### config.mk
export PLATFORM = sky130hd
export DESIGN_NAME = fasta_residue_stream_encoder
export DESIGN_NICKNAME = d
export VERILOG_FILES = /design/src/fre_pkg.sv /design/src/fre_residue_map.sv /design/src/fre_fifo.sv /design/src/fasta_residue_stream_encoder.sv
export VERILOG_INCLUDE_DIRS = /design/src /design/src/src
export SDC_FILE = /design/constraint.sdc
export NUM_CORES = 1
export LEC_CHECK = 0
export BUFFER_PORTS_ARGS = -buffer_cell sky130_fd_sc_hd__buf_4
export CAP_MARGIN = 20
export CORE_UTILIZATION = 45
export CTS_CLUSTER_DIAMETER = 200
export CTS_CLUSTER_SIZE = 40
export DETAILED_ROUTE_END_ITERATION = 12
export HOLD_SLACK_MARGIN = 0.15
export SETUP_SLACK_MARGIN = 0.5
export SLEW_MARGIN = 5
export SYNTH_ARGS = -nofsm -noshare
export SYNTH_HDL_FRONTEND = slang
export SYNTH_SLANG_ARGS = --single-unit
### constraint.sdc
create_clock -name clk -period 5.7 [get_ports clk]
set_clock_uncertainty 0.2 [all_clocks]
set_input_delay 0 -clock clk [delete_from_list [all_inputs] [get_ports clk]]
set_output_delay 0 -clock clk [all_outputs]
set_load 0.02 [all_outputs]
### src/assert_macros.svh
// Assertion macros shared by the encoder RTL.
// Included by files that carry concurrent checks; expects clk and rst in scope.
`ifndef ASSERT_MACROS_SVH
`define ASSERT_MACROS_SVH

// Check sampled on clk, off while rst is high.
`define FRE_ASSERT(label, prop, msg) \
  label: assert property (@(posedge clk) disable iff (rst) prop) else $error(msg);

// Check sampled on clk, also during reset.
`define FRE_ASSERT_ALWAYS(label, prop, msg) \
  label: assert property (@(posedge clk) prop) else $error(msg);

`endif

### src/fre_pkg.sv
// Types, character codes and residue lookup for the FASTA residue stream encoder.
// No dependencies.
package fre_pkg;

  typedef enum logic [1:0] {
    PH_SKIP = 2'd0,
    PH_HEAD = 2'd1,
    PH_SEQ  = 2'd2
  } phase_t;

  typedef enum logic [1:0] {
    KIND_RES = 2'd0,
    KIND_HDR = 2'd1,
    KIND_END = 2'd2
  } kind_t;

  localparam logic [7:0] CH_NUL  = 8'h00;
  localparam logic [7:0] CH_LF   = 8'h0A;
  localparam logic [7:0] CH_CR   = 8'h0D;
  localparam logic [7:0] CH_GT   = 8'h3E;
  localparam logic [7:0] CH_STAR = 8'h2A;
  localparam logic [7:0] CH_LA   = 8'h61;
  localparam logic [7:0] CH_LZ   = 8'h7A;
  localparam logic [7:0] CASE_OFS = 8'h20;

  localparam int FIFO_DEPTH = 4;
  localparam int FIFO_PTR_W = 2;
  localparam int FIFO_CNT_W = 3;

  localparam int REC_LEN_W = 20;
  localparam int TOTAL_W   = 32;

  typedef struct packed {
    logic       hit;
    logic [4:0] index;
  } res_lookup_t;

  typedef struct packed {
    kind_t                 kind;
    logic [7:0]            symbol;
    logic [REC_LEN_W-1:0]  record_length;
    logic [TOTAL_W-1:0]    total_symbols;
    logic                  record_dropped;
    logic                  is_last;
  } result_t;

  function automatic res_lookup_t nuc_lookup(input logic [7:0] c);
    res_lookup_t r;
    r.hit = 1'b1;
    case (c)
      "A": r.index = 5'd0;
      "C": r.index = 5'd1;
      "G": r.index = 5'd2;
      "T": r.index = 5'd3;
      "U": r.index = 5'd4;
      "R": r.index = 5'd5;
      "Y": r.index = 5'd6;
      "K": r.index = 5'd7;
      "M": r.index = 5'd8;
      "S": r.index = 5'd9;
      "W": r.index = 5'd10;
      "B": r.index = 5'd11;
      "D": r.index = 5'd12;
      "H": r.index = 5'd13;
      "V": r.index = 5'd14;
      "N": r.index = 5'd15;
      "X": r.index = 5'd16;
      default: begin
        r.hit   = 1'b0;
        r.index = 5'd0;
      end
    endcase
    return r;
  endfunction

  // Substitutions U->C, O->K, * -> X are folded into the table.
  function automatic res_lookup_t amino_lookup(input logic [7:0] c);
    res_lookup_t r;
    r.hit = 1'b1;
    case (c)
      "A": r.index = 5'd0;
      "B": r.index = 5'd1;
      "C", "U": r.index = 5'd2;
      "D": r.index = 5'd3;
      "E": r.index = 5'd4;
      "F": r.index = 5'd5;
      "G": r.index = 5'd6;
      "H": r.index = 5'd7;
      "I": r.index = 5'd8;
      "K", "O": r.index = 5'd9;
      "L": r.index = 5'd10;
      "M": r.index = 5'd11;
      "N": r.index = 5'd12;
      "P": r.index = 5'd13;
      "Q": r.index = 5'd14;
      "R": r.index = 5'd15;
      "S": r.index = 5'd16;
      "T": r.index = 5'd17;
      "V": r.index = 5'd18;
      "W": r.index = 5'd19;
      "Y": r.index = 5'd20;
      "Z": r.index = 5'd21;
      "X", CH_STAR: r.index = 5'd22;
      default: begin
        r.hit   = 1'b0;
        r.index = 5'd0;
      end
    endcase
    return r;
  endfunction

endpackage

### src/fre_residue_map.sv
// Residue mapper: upper-cases a sequence byte and looks up its alphabet index.
// Depends on fre_pkg.
module fre_residue_map import fre_pkg::*; (
  input  logic [7:0]  in_byte,
  input  logic        dna_mode,
  output res_lookup_t lookup
);

  logic [7:0] upper;

  always_comb begin
    if (in_byte >= CH_LA && in_byte <= CH_LZ) begin
      upper = in_byte - CASE_OFS;
    end else begin
      upper = in_byte;
    end
  end

  always_comb begin
    if (dna_mode) begin
      lookup = nuc_lookup(upper);
    end else begin
      lookup = amino_lookup(upper);
    end
  end

endmodule

### src/fre_fifo.sv
// Result queue: takes up to two results per cycle, delivers one per cycle while take is high.
// Depends on fre_pkg and assert_macros.svh.
`include "assert_macros.svh"

module fre_fifo import fre_pkg::*; (
  input  logic    clk,
  input  logic    rst,
  input  logic    push0,
  input  logic    push1,
  input  result_t din0,
  input  result_t din1,
  input  logic    take,
  output logic    room,
  output logic    valid,
  output result_t dout
);

  result_t                mem [FIFO_DEPTH];
  logic [FIFO_PTR_W-1:0]  wr_ptr;
  logic [FIFO_PTR_W-1:0]  rd_ptr;
  logic [FIFO_CNT_W-1:0]  count;
  logic [FIFO_CNT_W-1:0]  push_n;
  logic                   pop;

  assign push_n = FIFO_CNT_W'(push0) + FIFO_CNT_W'(push1);
  assign valid  = (count != '0);
  assign pop    = valid && take;
  assign room   = (count <= FIFO_CNT_W'(FIFO_DEPTH - 2));
  assign dout   = mem[rd_ptr];

  always_ff @(posedge clk) begin
    if (rst) begin
      wr_ptr <= '0;
      rd_ptr <= '0;
      count  <= '0;
    end else begin
      wr_ptr <= wr_ptr + FIFO_PTR_W'(push_n);
      rd_ptr <= rd_ptr + FIFO_PTR_W'(pop);
      count  <= count + push_n - FIFO_CNT_W'(pop);
    end
  end

  always_ff @(posedge clk) begin
    if (push0) begin
      mem[wr_ptr] <= din0;
    end
    if (push1) begin
      mem[wr_ptr + FIFO_PTR_W'(1)] <= din1;
    end
  end

  `FRE_ASSERT(a_count_bound, count <= FIFO_CNT_W'(FIFO_DEPTH), "fifo count above depth")
  `FRE_ASSERT(a_push_order, push1 |-> push0, "second result pushed without first")
  `FRE_ASSERT(a_pop_only, (pop && !push0) |=> count == $past(count) - FIFO_CNT_W'(1), "fifo pop lost")

endmodule

### src/fasta_residue_stream_encoder.sv
// FASTA residue stream encoder: one byte per transaction in, up to two results out.
// Each result is written into the result queue with its byte's transaction and is presented from the queue head.
// One byte per cycle while the result queue has room; a byte with two results presents them one after the other,
// set by the single-result output port draining a four-entry result queue.
// Reset (rst, synchronous): parser returns to skip-first-byte, totals cleared,
// dna_mode 0. Depends on fre_pkg, fre_residue_map, fre_fifo, assert_macros.svh.
`include "assert_macros.svh"

module fasta_residue_stream_encoder import fre_pkg::*; #(
  parameter int LENGTH_BITS = 20
) (
  input  logic        clk,
  input  logic        rst,
  input  logic        cfg_valid,
  output logic        cfg_ready,
  input  logic        cfg_data,
  input  logic        in_valid,
  output logic        in_ready,
  input  logic [7:0]  in_byte,
  input  logic        end_of_file,
  output logic        out_valid,
  input  logic        out_ready,
  output logic [1:0]  kind,
  output logic [7:0]  symbol,
  output logic [19:0] record_length,
  output logic [31:0] total_symbols,
  output logic        record_dropped,
  output logic        is_last
);

  logic                    dna_mode;
  phase_t                  phase, phase_next;
  logic                    header_started, header_started_next;
  logic                    header_truncated, header_truncated_next;
  logic                    sequence_started, sequence_started_next;
  logic [LENGTH_BITS-1:0]  length_count, length_count_next;
  logic [TOTAL_W-1:0]      symbol_total, symbol_total_next;

  logic        accept;
  res_lookup_t lookup;

  // main result of the byte (header char, residue, or record end on '>')
  logic        main_vld;
  kind_t       main_kind;
  logic [7:0]  main_sym;
  logic        main_len;
  // record end forced by end of file
  logic        eof_vld;
  logic        eof_dropped;

  logic        push0, push1;
  result_t     res0, res1, res_main, res_eof, head;
  logic        room;

  assign accept    = in_valid && in_ready;
  assign cfg_ready = 1'b1;
  assign in_ready  = room;

  fre_residue_map u_map (
    .in_byte  (in_byte),
    .dna_mode (dna_mode),
    .lookup   (lookup)
  );

  // next state
  always_comb begin
    phase_next            = phase;
    header_started_next   = header_started;
    header_truncated_next = header_truncated;
    sequence_started_next = sequence_started;
    length_count_next     = length_count;
    symbol_total_next     = symbol_total;
    if (phase == PH_SKIP) begin
      phase_next            = PH_HEAD;
      header_started_next   = 1'b0;
      header_truncated_next = 1'b0;
    end else if (in_byte == CH_NUL) begin
      phase_next = phase;
    end else if (phase == PH_HEAD) begin
      if (in_byte == CH_LF) begin
        if (header_started) begin
          phase_next            = PH_SEQ;
          sequence_started_next = 1'b0;
          length_count_next     = '0;
        end
      end else begin
        header_started_next = 1'b1;
        if (in_byte == CH_CR) begin
          header_truncated_next = 1'b1;
        end
      end
    end else if (in_byte == CH_GT) begin
      if (sequence_started) begin
        phase_next            = PH_HEAD;
        header_started_next   = 1'b0;
        header_truncated_next = 1'b0;
        sequence_started_next = 1'b0;
        length_count_next     = '0;
      end
    end else begin
      sequence_started_next = 1'b1;
      if (lookup.hit) begin
        if (length_count != '1) begin
          length_count_next = length_count + LENGTH_BITS'(1);
        end
        if (symbol_total != '1) begin
          symbol_total_next = symbol_total + TOTAL_W'(1);
        end
      end
    end
    if (end_of_file) begin
      phase_next            = PH_SKIP;
      header_started_next   = 1'b0;
      header_truncated_next = 1'b0;
      sequence_started_next = 1'b0;
      length_count_next     = '0;
    end
  end

  // results
  always_comb begin
    main_vld  = 1'b0;
    main_kind = KIND_RES;
    main_sym  = 8'd0;
    main_len  = 1'b0;
    if (phase == PH_SKIP || in_byte == CH_NUL) begin
      main_vld = 1'b0;
    end else if (phase == PH_HEAD) begin
      if (in_byte != CH_LF && in_byte != CH_CR && !header_truncated) begin
        main_vld  = 1'b1;
        main_kind = KIND_HDR;
        main_sym  = in_byte;
      end
    end else if (in_byte == CH_GT) begin
      if (sequence_started) begin
        main_vld  = 1'b1;
        main_kind = KIND_END;
        main_len  = 1'b1;
      end
    end else if (lookup.hit) begin
      main_vld = 1'b1;
      main_sym = {3'd0, lookup.index};
    end
  end

  // End-of-file close looks at the state the byte itself leaves behind.
  always_comb begin
    eof_vld     = 1'b0;
    eof_dropped = 1'b0;
    if (end_of_file) begin
      if (phase == PH_SKIP) begin
        eof_vld = 1'b0;
      end else if (main_vld && main_kind == KIND_END) begin
        eof_vld = 1'b0;
      end else if (phase == PH_HEAD) begin
        eof_vld     = header_started || (in_byte != CH_NUL && in_byte != CH_LF);
        eof_dropped = 1'b1;
        if (in_byte == CH_LF && header_started) begin
          eof_vld = 1'b1;
        end
      end else begin
        eof_vld     = 1'b1;
        eof_dropped = !(sequence_started || (in_byte != CH_NUL && in_byte != CH_GT));
      end
    end
  end

  always_comb begin
    res_main.kind           = main_kind;
    res_main.symbol         = main_sym;
    res_main.record_length  = main_len ? REC_LEN_W'(length_count) : '0;
    res_main.total_symbols  = symbol_total_next;
    res_main.record_dropped = 1'b0;
    res_main.is_last        = !eof_vld;

    res_eof.kind            = KIND_END;
    res_eof.symbol          = 8'd0;
    res_eof.record_length   = eof_dropped ? '0 :
                              REC_LEN_W'(phase == PH_SEQ && in_byte != CH_GT ?
                                         (in_byte == CH_NUL ? length_count :
                                          (lookup.hit && length_count != '1 ?
                                           length_count + LENGTH_BITS'(1) :
                                           length_count)) :
                                         length_count);
    res_eof.total_symbols   = symbol_total_next;
    res_eof.record_dropped  = eof_dropped;
    res_eof.is_last         = 1'b1;

    push0 = accept && (main_vld || eof_vld);
    push1 = accept && main_vld && eof_vld;
    res0  = main_vld ? res_main : res_eof;
    res1  = res_eof;
  end

  always_ff @(posedge clk) begin
    if (rst) begin
      dna_mode         <= 1'b0;
      phase            <= PH_SKIP;
      header_started   <= 1'b0;
      header_truncated <= 1'b0;
      sequence_started <= 1'b0;
      length_count     <= '0;
      symbol_total     <= '0;
    end else begin
      if (cfg_valid && cfg_ready) begin
        dna_mode <= cfg_data;
      end
      if (accept) begin
        phase            <= phase_next;
        header_started   <= header_started_next;
        header_truncated <= header_truncated_next;
        sequence_started <= sequence_started_next;
        length_count     <= length_count_next;
        symbol_total     <= symbol_total_next;
      end
    end
  end

  fre_fifo u_fifo (
    .clk   (clk),
    .rst   (rst),
    .push0 (push0),
    .push1 (push1),
    .din0  (res0),
    .din1  (res1),
    .take  (out_ready),
    .room  (room),
    .valid (out_valid),
    .dout  (head)
  );

  assign kind           = head.kind;
  assign symbol         = head.symbol;
  assign record_length  = head.record_length;
  assign total_symbols  = head.total_symbols;
  assign record_dropped = head.record_dropped;
  assign is_last        = head.is_last;

  `FRE_ASSERT(a_total_mono, 1'b1 |=> symbol_total >= $past(symbol_total), "symbol total went down")
  `FRE_ASSERT(a_skip_silent, (accept && phase == PH_SKIP) |-> !push0, "skipped byte made a result")
  `FRE_ASSERT(a_end_fields, (out_valid && kind != KIND_END) |-> (record_length == '0 && !record_dropped), "record fields on non-end result")
  `FRE_ASSERT(a_eof_restart, (accept && end_of_file) |=> phase == PH_SKIP, "no restart after end of file")

endmodule

**After elaboration in Yosys (flattened, before gate mapping)**

Memories as Yosys holds them, arrays and structs flattened. A register that Yosys moved wholly into a read port is not among the register bits.
Cells that the tools add are included.
W data, S select, Z words.

- Muxes and demuxes: 89
- Order comparisons: 3
- Add/subtract/negate cells: 9
- Equality and inequality tests: 47
- Reductions and logical operators: 39

Operators by type and width:

| cell | count |
|---|---|
| $mux W20 | 15 |
| $eq A8 B7 Y1 const B | 25 |
| $mux W32 | 6 |
| $pmux W5 S22 | 1 |
| $pmux W5 S16 | 1 |
| $mux W64 | 1 |
| $mux W1 | 45 |
| $add A32 B1 Y32 const B | 1 |
| $mux W8 | 4 |
| $ne A32 B32 Y1 const B | 1 |
| $mux W2 | 13 |
| $reduce_or A26 Y1 | 1 |
| $add A20 B1 Y20 const B | 1 |
| $ne A20 B20 Y1 const B | 1 |
| $reduce_or A17 Y1 | 1 |
| $eq A8 B4 Y1 const B | 2 |
| $eq A8 B6 Y1 const B | 2 |
| $ne A8 B4 Y1 const B | 2 |
| $reduce_bool A4 Y1 | 4 |
| $logic_and A1 B1 Y1 | 14 |
| $ne A4 B4 Y1 const B | 3 |
| $reduce_and A6 Y1 | 2 |
| $mux W5 | 2 |
| $reduce_and A5 Y1 | 2 |
| other kinds (26) | 37 |

- Flip-flop bits (word level): 65
- Memories: 1
- RAM bits: 256
- Logic and storage cells: 198
- Output and inout port bits: 67

Memories:

| memory | depth | bits a word | read ports | clocked after memory_dff | wr ports | RTL line | source |
|---|---|---|---|---|---|---|---|
| u_fifo.mem | 4 | 64 | 1 | 1 | 2 | fre_fifo.sv:18 | `result_t mem [FIFO_DEPTH];` |

**Depth between registers and ports, before layout**

- Word-level depth: 20
- Gate-level depth with buffers: 19

**Modules after synthesis**

A second synthesis with hierarchy kept.

- Cells, all modules: 1415
- Area, all modules: 18232.5 um^2

Modules (own cells, without submodules):

| module | instances | area an instance (um^2) | cells an instance |
|---|---|---|---|
| fre_fifo | 1 | 12792.3 | 662 |
| fasta_residue_stream_encoder | 1 | 4555.6 | 610 |
| fre_residue_map | 1 | 884.6 | 143 |

**Least setup slack after synthesis**

No wires, ideal clock.

- Kind: input port to flip-flop
- Start point: input port in_byte[6]
- End point: memory u_fifo.mem[0][10] (netlist name), enable pin
- Cell stages on the path: 11
- Arrival time: 3611 ps
- Path slack: 1481 ps
- Path buffers: 2
- Cell sequence: clkbuf_1 inv_1 ha_1 o41ai_2 clkbuf_1 nand2_1 a211o_1 o31a_1 nor3_2 a21oi_2 inv_1

RTL lines:

| item | RTL line | source |
|---|---|---|
| from (decl) | fasta_residue_stream_encoder.sv:19 | `input logic [7:0] in_byte,` |
| to (decl) | fre_fifo.sv:18 |  |

==> impl_metrics.json <==
{
  "power.density_mw_per_mm2": 280,
  "syn-num-nets": 1563,
  "maxSlewHeadroom_pct": 27.7,
  "grt_max_degree": 54,
  "remaining_drc_errors": 4,
  "fin_nets": 1575,
  "cts_root_buf": "clkbuf_16",
  "max-cap-violations": 0,
  "grtUsageTotal_pct": 24.2,
  "path_max_fanout": 43,
  "tns_ps": 0,
  "synth.avg_cell_area_sq_um": 10.7,
  "timing.final.crit_share_pct": 72.9,
  "setup_viol": 0,
  "synth_edf_count": 212,
  "cts_tree": "done",
  "cts_inserted_buffers": 12,
  "end_kind": "flop",
  "power.share.combinational_pct": 23.9,
  "htreeDepth": 1,
  "placed_area_sq_mm": 0.0174,
  "yosys.area_share.simple_pct": 16.7,
  "final_area_sq_mm": 0.0180,
  "min_path_cells": 4,
  "synthXorXnorAreaFrac_pct": 1.81,
  "p_leak_nw": 4.98,
  "violations": "DRC",
  "period_minus_slack_ps": 4150,
  "critical-path-top-delay-family": "compound AO/OA/AOI/OAI gates",
  "critical_path_required_ps": 5780,
  "regToRegEndpoint": "u_fifo.mem[2][18]",
  "yosysSeqAreaShare_pct": 51.9,
  "grt_overflow": 0,
  "routed_wl_mm": 45.5,
  "cp.depth": 13,
  "die_x_microns": 193,
  "synth_seq_cells": 321,
  "n_antenna_cell": 0,
  "path_buf_inv": 4,
  "vias": 12700,
  "clock_path_buffers": 3,
  "num_rows": 69,
  "rrSetupSlack_ps": 1620,
  "slew_viol_final": 0,
  "cts_setup_buffers": 0,
  "netlist_top_cells_area": "edfxtp_1 (39%), dfxtp_1 (13%), mux4_2 (8.7%), nor2_1 (3.9%), a21oi_1 (2.9%)",
  "synth_compound_area_share_pct": 15.4,
  "dieHeight_microns": 193,
  "path_class": "input pin to flop",
  "wirelength_met1_mm": 19.8,
  "vias_per_cell": 6.30,
  "area_growth_pct": 9.33,
  "clk-insertion-delay-late_ps": 520,
  "layout_setup_ws_ps": 1550,
  "cp_cell_sequence": "dlygate4sd3_1, buf_4, or4_4, o22ai_4, o41ai_2, buf_4, nand3_1, and3_1, o21a_2, buf_4, nor4_1, o21ai_0, o22ai_1",
  "synth_fa_ha_area_share_pct": 0.805,
  "switching_share_pct": 30.2,
  "cts_sinks": 321,
  "ys.flop_type": "edfxtp_1",
  "reg2reg_from": "phase[1]",
  "muxShareOfSynthArea_pct": 9.25,
  "crit_path_start_kind": "input pin",
  "utilization_pct": 50.3,
  "final_hold_viol_count": 0,
  "postRouteAntennaNets": 0,
  "p_seq_share_pct": 53.0,
  "cp.arrival_ps": 4240,
  "cts.repair.resized": 0,
  "synth.distinct_cells": 76,
  "synth.largest_area_cell": "edfxtp_1",
  "crit_top_cell": "buf_4",
  "firstDrtPassIters": 9,
  "fmax_mhz": 241,
  "maxUsedRoutingLayer": "met4",
  "yosys.area.top_type_share_pct": 38.6,
  "p_sw_mw": 1.52,
  "ir_drop_uv": 235,
  "cpPeakStageDelay_ps": 860,
  "first_iter_violations": 1105,
  "coreArea_sq_mm": 0.0358,
  "dr_wl_met2_mm": 22.2,
  "detailed_place_hpwl_mm": 28.9,
  "status": "finished, violations left",
  "gp_congestion": 0.887,
  "wl_met3_mm": 2.39,
  "slowest_stage": "o21a_2",
  "synth_area_sq_mm": 0.0165,
  "wl_per_cell_microns": 22.5,
  "first_global_vias": 12400,
  "holdBufCountCts": 23,
  "p_int_mw": 3.52,
  "reg2reg_depth": 10,
  "io-pin-count": 82,
  "hp-start": "in_byte[7]",
  "pre_cts_ws_ps": 1640,
  "clk_pin_slew_ps": 150,
  "synth_cells": 1538,
  "synth_top_family_by_area": "simple AND/OR/NAND/NOR gates",
  "rsz0062_at_grt": "no",
  "synth-async-reset-ratio_pct": 0,
  "hp-class": "input pin to flop",
  "numPortBuffers": 80,
  "tightestPinTransition_ps": 1080,
  "yosys_warnings": 0,
  "min_to": "u_fifo.mem[2][61]",
  "die_area_sq_mm": 0.0374,
  "clkPwrFrac_pct": 23.1,
  "initial_utilization_pct": 46.0,
  "grt_pass1_wl_mm": 71.7,
  "antenna_found_initial": 0,
  "drive_above_1_share_pct": 14.3,
  "power_mw": 5.04
}
==> worst min-delay path, cell delays in order <==
cell	delay (ps)
dlygate4sd3_1	540
buf_4	170
nand2_1	120
o2bb2ai_1	90
==> flip-flops by register name, summed over array words and instances (netlist names) <==
signal and count:
sequence_started 1, header_truncated 1, u_fifo.wr_ptr 2, header_started 1
u_fifo.mem 256, u_fifo.count 3, length_count 20, phase 2
dna_mode 1, u_fifo.rd_ptr 2, symbol_total 32
==> routing by layer <==
layer,track usage (%),vias to the layer above
met1,33.1,6285
met3,2.21,59
met5,0,-
met2,41.7,443
met4,5.63,0
li1,-,5912
==> synth_stat cells (all sizes together), types with 38 or more instances <==
library cell and instances:
nor2 174, edfxtp 212, o21ai 77, nor4 41
buf 44, clkbuf 95, mux4 64, nand2 93
nand3 53, a21oi 95, dfxtp 109, o22ai 67
or3 38
==> cell usage in the layout, fill, tap and decap left out, types with 17 or more instances in the layout <==
| cell type | instances |
|---|---|
| buf_4 | 112 |
| o31a_1 | 18 |
| mux4_2 | 64 |
| and3_1 | 21 |
| nand3_1 | 53 |
| nand4_1 | 18 |
| o22ai_1 | 66 |
| dfxtp_1 | 107 |
| nor2_1 | 173 |
| a22o_1 | 17 |
| nor3_1 | 26 |
| inv_1 | 22 |
| o21ai_0 | 63 |
| o2bb2ai_1 | 35 |
| a21oi_1 | 94 |
| dlygate4sd3_1 | 23 |
| or4_1 | 21 |
| or3_1 | 37 |
| o31ai_1 | 19 |
| edfxtp_1 | 212 |
| nor4_1 | 41 |
| xnor2_1 | 30 |
| nand2_1 | 93 |
==> stage by stage <==
| step | hold slack (ps) | instances |
|---|---|---|
| after floorplan | -52.8 | 1538 |
| after global placement | 51.5 | 1972 |
| after detailed placement | 56.5 | 1972 |
| after CTS | 212 | 2015 |
| after global routing | 262 | 2017 |
| final | 226 | 2017 |
==> final cells by class <==
type	instances	area, sq um
timing repair buffer	137	1100
fill	3246	17800
clock buffer	19	348
clock inverter	1	30.0
multi-input combinational	1052	7310
tap	461	577
sequential	321	8560
inverter	26	97.6
==> cells by family after synthesis <==
kind of cell    after synthesis
flops                       321
simple gates                548
buf+inv                     165
compound gates              387
other cells                   1
mux                          72
xor+xnor                     34
fa+ha+maj                    10
==> how the worst max path moves through the flow <==
stage               start  slack, ps           endpoint
2_1_floorplan  in_byte[6]       1480  u_fifo.mem[0][10]
3_3_place_gp   in_byte[5]       1680  u_fifo.mem[2][16]
3_5_place_dp   in_byte[0]       1640  u_fifo.mem[2][16]
4_1_cts          phase[1]       1630  u_fifo.mem[2][51]
5_1_grt        in_byte[0]       1360  u_fifo.mem[2][51]
6_report       in_byte[2]       1550  u_fifo.mem[1][47]
==> power groups by stage <==
stage	Sequential (mW)	Clock, mW	Combinational [mW]
after detailed placement	2.73	0	1.20
after CTS	2.68	1.20	1.21
after floorplan	2.61	0	0.861
after global routing	2.69	1.26	1.28
final	2.67	1.17	1.20
after global placement	2.73	0	1.19
No activity file was read; power rests on OpenSTA's default activity.
